===== config.mk =====
export PLATFORM = sky130hd
export DESIGN_NAME = cmvm_mac
export DESIGN_NICKNAME = d
export VERILOG_FILES = /design/src/hw/rtl/cmvm_pkg.sv /design/src/hw/rtl/cmvm_mac.sv
export SDC_FILE = /design/constraint.sdc
export NUM_CORES = 2
export LEC_CHECK = 0
export BUFFER_PORTS_ARGS = -buffer_cell sky130_fd_sc_hd__buf_2
export CORE_ASPECT_RATIO = 1.5
export CORE_MARGIN = 2
export CORE_UTILIZATION = 50
export CTS_BUF_LIST = sky130_fd_sc_hd__clkbuf_2
export DETAILED_ROUTE_END_ITERATION = 7
export PLACE_DENSITY = 0.71
export SETUP_SLACK_MARGIN = 0.2
export SLEW_MARGIN = 20
export SYNTH_ARGS = -nofsm -noshare
export SYNTH_HDL_FRONTEND = slang
export SYNTH_SLANG_ARGS = --single-unit

===== constraint.sdc =====
create_clock -name clk -period 20.4 [get_ports clk]
set_input_delay 1.02 -clock clk [delete_from_list [all_inputs] [get_ports clk]]
set_output_delay 1.02 -clock clk [all_outputs]
set_load 0.01 [all_outputs]

===== src/hw/rtl/cmvm_pkg.sv =====
package cmvm_pkg;

	localparam int DEF_MAX_ROWS      = 64;
	localparam int DEF_OPERAND_WIDTH = 32;

	localparam int ENTRY_W    = 32;
	localparam int IN_DATA_W  = 64;
	localparam int ROW_IDX_W  = 6;
	localparam int SUM_W      = 64;
	localparam int OUT_DATA_W = 72;

	localparam int ROWS_W     = 7;
	localparam int COLS_W     = 16;
	localparam int CFG_IDX_W  = 1;
	localparam int CFG_DATA_W = 16;

	localparam logic [CFG_IDX_W-1:0] REG_ROWS = 1'd0;
	localparam logic [CFG_IDX_W-1:0] REG_COLS = 1'd1;

	localparam logic [ROWS_W-1:0] ROWS_RESET = 7'd64;
	localparam logic [COLS_W-1:0] COLS_RESET = 16'd1;

	localparam logic [SUM_W-1:0] SUM_MAX = {1'b0, {(SUM_W-1){1'b1}}};
	localparam logic [SUM_W-1:0] SUM_MIN = {1'b1, {(SUM_W-1){1'b0}}};

	typedef struct packed {
		logic             sat;
		logic [SUM_W-1:0] sum;
	} acc_word_t;

	typedef struct packed {
		logic en;
		logic clr;
		logic clr_all;
	} rd_ctl_t;

	typedef enum logic [1:0] {
		ST_RUN,
		ST_FLUSH,
		ST_EMIT,
		ST_TAIL
	} state_t;

endpackage


===== src/hw/rtl/cmvm_mac.sv =====
module cmvm_mac
	import cmvm_pkg::*;
#(
	parameter int MAX_ROWS      = DEF_MAX_ROWS,
	parameter int OPERAND_WIDTH = DEF_OPERAND_WIDTH,
	parameter int RAW           = (MAX_ROWS > 1) ? $clog2(MAX_ROWS) : 1
) (
	input  logic                            clk,
	input  logic                            arst_n,
	input  logic                            in_accept,
	input  logic signed [OPERAND_WIDTH-1:0] in_matrix,
	input  logic signed [OPERAND_WIDTH-1:0] in_vector,
	input  logic [RAW-1:0]                  in_row,
	input  logic                            in_end,
	output rd_ctl_t                         rd_ctl,
	output logic [RAW-1:0]                  rd_addr,
	input  acc_word_t                       rd_data,
	output logic                            wr_en,
	output logic [RAW-1:0]                  wr_addr,
	output acc_word_t                       wr_data,
	output logic                            end_done
);

	localparam int PW = 2 * OPERAND_WIDTH;

	logic                            vld_s1;
	logic signed [OPERAND_WIDTH-1:0] m_s1;
	logic signed [OPERAND_WIDTH-1:0] v_s1;
	logic [RAW-1:0]                  row_s1;
	logic                            end_s1;

	logic                            vld_s2;
	logic signed [PW-1:0]            prod_s2;
	logic [RAW-1:0]                  row_s2;
	logic                            end_s2;

	logic                            fwd_vld_q;
	logic [RAW-1:0]                  fwd_row_q;
	acc_word_t                       fwd_word_q;

	acc_word_t                       acc_in;
	logic [SUM_W:0]                  sum_x;
	logic                            ovf;
	acc_word_t                       result;

	always_ff @(posedge clk or negedge arst_n) begin
		if (!arst_n) begin
			vld_s1    <= 1'b0;
			vld_s2    <= 1'b0;
			fwd_vld_q <= 1'b0;
		end else begin
			vld_s1    <= in_accept;
			vld_s2    <= vld_s1;
			fwd_vld_q <= vld_s2;
		end
	end

	always_ff @(posedge clk) begin
		if (in_accept) begin
			m_s1   <= in_matrix;
			v_s1   <= in_vector;
			row_s1 <= in_row;
			end_s1 <= in_end;
		end
		if (vld_s1) begin
			prod_s2 <= m_s1 * v_s1;
			row_s2  <= row_s1;
			end_s2  <= end_s1;
		end
		if (vld_s2) begin
			fwd_row_q  <= row_s2;
			fwd_word_q <= result;
		end
	end

	assign rd_ctl  = '{en: vld_s1, clr: 1'b0, clr_all: 1'b0};
	assign rd_addr = row_s1;

	// the read of the item right behind a write to the same row misses that write
	always_comb begin
		if (fwd_vld_q && (fwd_row_q == row_s2)) begin
			acc_in = fwd_word_q;
		end else begin
			acc_in = rd_data;
		end
		sum_x = {acc_in.sum[SUM_W-1], acc_in.sum}
			+ {{(SUM_W+1-PW){prod_s2[PW-1]}}, prod_s2};
		ovf = sum_x[SUM_W] ^ sum_x[SUM_W-1];
		result.sat = acc_in.sat | ovf;
		if (ovf) begin
			result.sum = sum_x[SUM_W] ? SUM_MIN : SUM_MAX;
		end else begin
			result.sum = sum_x[SUM_W-1:0];
		end
	end

	assign wr_en    = vld_s2;
	assign wr_addr  = row_s2;
	assign wr_data  = result;
	assign end_done = vld_s2 && end_s2;

endmodule


==> out/results.txt <==
Status -> finished clean
Largest net degree at the start of global routing -> 56
Critical path fanouts, max -> 32
Die W -> 257 µm
Core area -> 95500 µm²
Vias per Instance -> 5.54
Most common cell type on the critical path -> fa_1
GRT met2 Usage -> 52.8%
Clock-pin transition on the worst setup and hold timing paths -> 0.12 ns
Initial DRC Count -> 1914
Most used routing layer -> met2
Max-Cap Viols -> 0
Placed cell areas -> 50200 µm²
All-layer global routing usage -> 29.3%
Clock Sinks -> 216
Synth unique cells -> 74
RSZ-0062 raised after global routing -> false
Syn Area/Cell -> 9.81 µm²
Kind of start point of the critical path -> register
Total Neg Setup Slack -> 0 ns
CP max stage delay -> 1.14 ns
Drt first pass iters -> 6
Fin crit period -> 9.49 ns
Register area share after synthesis -> 13.5%
CTS tree -> built
Fin. max-slew vios -> 0
Die area -> 98600 µm²
CTS Hold Bufs -> 72
Slowest CP cell -> edfxtp_1
CTS root buffer -> clkbuf_2
Via count of the first global-routing pass -> 39700
Final setup skew -> 0.187 ns
Hold Crit Class -> primary input to register
Yosys reg bits -> 216
Ratio of cells with drive above 1 in the final layout -> 9.14%
GR Util met1 -> 29.5%
Synth async-reset ratio -> 1.39%
PnR worst setup slack -> 10.91 ns
Post-Syn Instances -> 4893
DRC viols -> 0
First-pass GRT wire length -> 219000 µm
Clock tree buffer depth -> 3
Detailed placer's ending HPWL -> 107000 µm
Via count -> 35300
Area delta synth->final -> 7.36%
Final wirelength -> 138000 µm
CTS buffer count -> 59
Htree depth -> 2
IO Pins -> 221
Prevailing post-synth register cell -> edfxtp_1
Setup violations, final -> 0
GPL Wtd Cong -> 0.938
Worst-margin pin slew -> 1.16 ns
Design Area, Final -> 51600 µm²
Final worst-path cycle share -> 46.5%
WS Path Type -> register to register
Met3 GRT Util -> 3.97%
Post-CTS sizing -> 0
Later-pin clock latency in the skew report -> 1.27 ns
Antenna violations before repair -> 3
Final nets -> 6531
Rows -> 139
FMAX -> 105 MHz
Final hold violations -> 0
Max-Slew Margin vs Limit -> 22.5%
CP Buf/Inv Count -> 6
Mapped Area -> 48000 µm²
Post-DRT Antenna Nets -> 0
Post-Place Setup Slack -> 11.09 ns
Wire per inst -> 21.7 µm
Port Buf Inserts -> 218
Post-CTS Setup Inserts -> 0
Worst endpoint required time -> 21.30 ns
Initial core utilization -> 50.3%
Synth warn -> 0
Total grt overflow -> 0
Crit path max-delay family -> adder cells
Fillers -> 8484
Critical Path Sink Type -> register
EDFF count, synth -> 213
Chip height -> 384 µm
Crit path DAT -> 10.39 ns
[flip-flops by register name, summed over array words and instances, names as in the netlist]
name,count
rd_addr,6
fwd_row_q,6
v_s1,32
wr_en,1
m_s1,32
wr_addr,6
vld_s1,1
fwd_word_q,65
fwd_vld_q,1
prod_s2,64
end_s2,1
end_s1,1
[area by class of cell]
class | count | area, µm² | area share, %
timing repair buffer | 361 | 2350 | 4.55
tap | 1269 | 1590 | 3.08
clock inverter | 39 | 251 | 0.488
clock buffer | 68 | 340 | 0.660
inverter | 1042 | 3910 | 7.59
sequential | 216 | 6480 | 12.6
multi-input combinational | 3381 | 36600 | 71.1
antenna | 2 | 5.00 | 0.00971
[per-stage QoR]
stage	hold WS, ns	std cells	utilization, %
3_5_place_dp	0.406	6197	52.6
5_1_grt	0.126	6378	54.0
3_3_place_gp	0.407	6197	52.6
2_1_floorplan	0.400	4894	-
6_report	0.199	6378	54.0
4_1_cts	0.0462	6376	54.0
[synth_stat cells, types with 12 or more instances]
| library cell | instances | area [µm²] |
|---|---|---|
| fa_1 | 1083 | 21700 |
| inv_1 | 1042 | 3910 |
| nand2_1 | 587 | 2200 |
| and2_1 | 504 | 3150 |
| ha_1 | 248 | 3100 |
| clkbuf_1 | 226 | 848 |
| edfxtp_1 | 213 | 6400 |
| a21oi_1 | 174 | 871 |
| nor2_1 | 99 | 372 |
| xnor2_1 | 98 | 858 |
| o21ai_0 | 88 | 440 |
| mux2_2 | 64 | 721 |
| a21o_1 | 48 | 360 |
| xor2_1 | 35 | 307 |
| nand4_1 | 29 | 181 |
| nand3_1 | 28 | 140 |
| o21bai_1 | 26 | 195 |
| o21ai_1 | 24 | 120 |
| nor3_1 | 21 | 105 |
| a31oi_1 | 19 | 119 |
| a211oi_1 | 18 | 135 |
| and3_1 | 18 | 113 |
| nand2b_1 | 17 | 106 |
| o211ai_1 | 17 | 128 |
| buf_2 | 15 | 75.1 |
| nor2b_1 | 13 | 81.3 |
| o21a_1 | 13 | 97.6 |
| o31ai_1 | 12 | 90.1 |
[kinds of logic after synthesis]
logic type	Yosys count	synth area share, %
AOI/OAI and AO/OA	489	6.44
xor gates and xnor gates	134	2.48
adders and majority gates	1338	51.8
buffers and inverters	1297	10.3
DFF	216	13.5
muxes	66	1.54
other	1	0.00781
and+or+nand+nor	1352	14.0
[worst paths after layout]
| check | start | end | slack, ns | cells past startpoint |
|---|---|---|---|---|
| worst max-delay path | v_s1[4] | prod_s2[59] | 10.91 | 26 |
| worst min-delay path | in_accept | v_s1[29] | 0.20 | 1 |
| worst max register to register | v_s1[4] | prod_s2[59] | 10.91 | 26 |
| worst min register to register | end_s1 | end_s2 | 0.43 | 0 |
| max in group asynchronous | arst_n | wr_en | 20.03 | 2 |
| min in group asynchronous | arst_n | wr_en | 0.25 | 2 |
[metal layers]
metal	share of wire, %	up-vias
met2	52	1387
met4	11	2
met5	0.012	-
met1	32	18100
met3	5.1	628
li1	-	15200
[layout by cell type, fill, tap and decap left out, types with 18 or more instances in the layout]
cell type | Yosys | layout
buf_4 | 9 | 72
o21ai_0 | 88 | 88
edfxtp_1 | 213 | 213
inv_1 | 1042 | 1042
xnor2_1 | 98 | 98
nor2_1 | 99 | 99
nand3_1 | 28 | 28
and2_1 | 504 | 504
clkbuf_2 | 2 | 68
and3_1 | 18 | 18
a31oi_1 | 19 | 19
nor3_1 | 21 | 21
o21ai_1 | 24 | 24
ha_1 | 248 | 248
a21o_1 | 48 | 48
mux2_2 | 64 | 64
clkinv_1 | 0 | 23
nand4_1 | 29 | 29
buf_2 | 15 | 217
a211oi_1 | 18 | 18
o21bai_1 | 26 | 26
nand2_1 | 587 | 587
a21oi_1 | 174 | 174
fa_1 | 1083 | 1083
xor2_1 | 35 | 35
dlygate4sd3_1 | 0 | 72
Power is not shown: default switching activity piles up to over one toggle a cycle in this logic, so the estimate is an artifact.
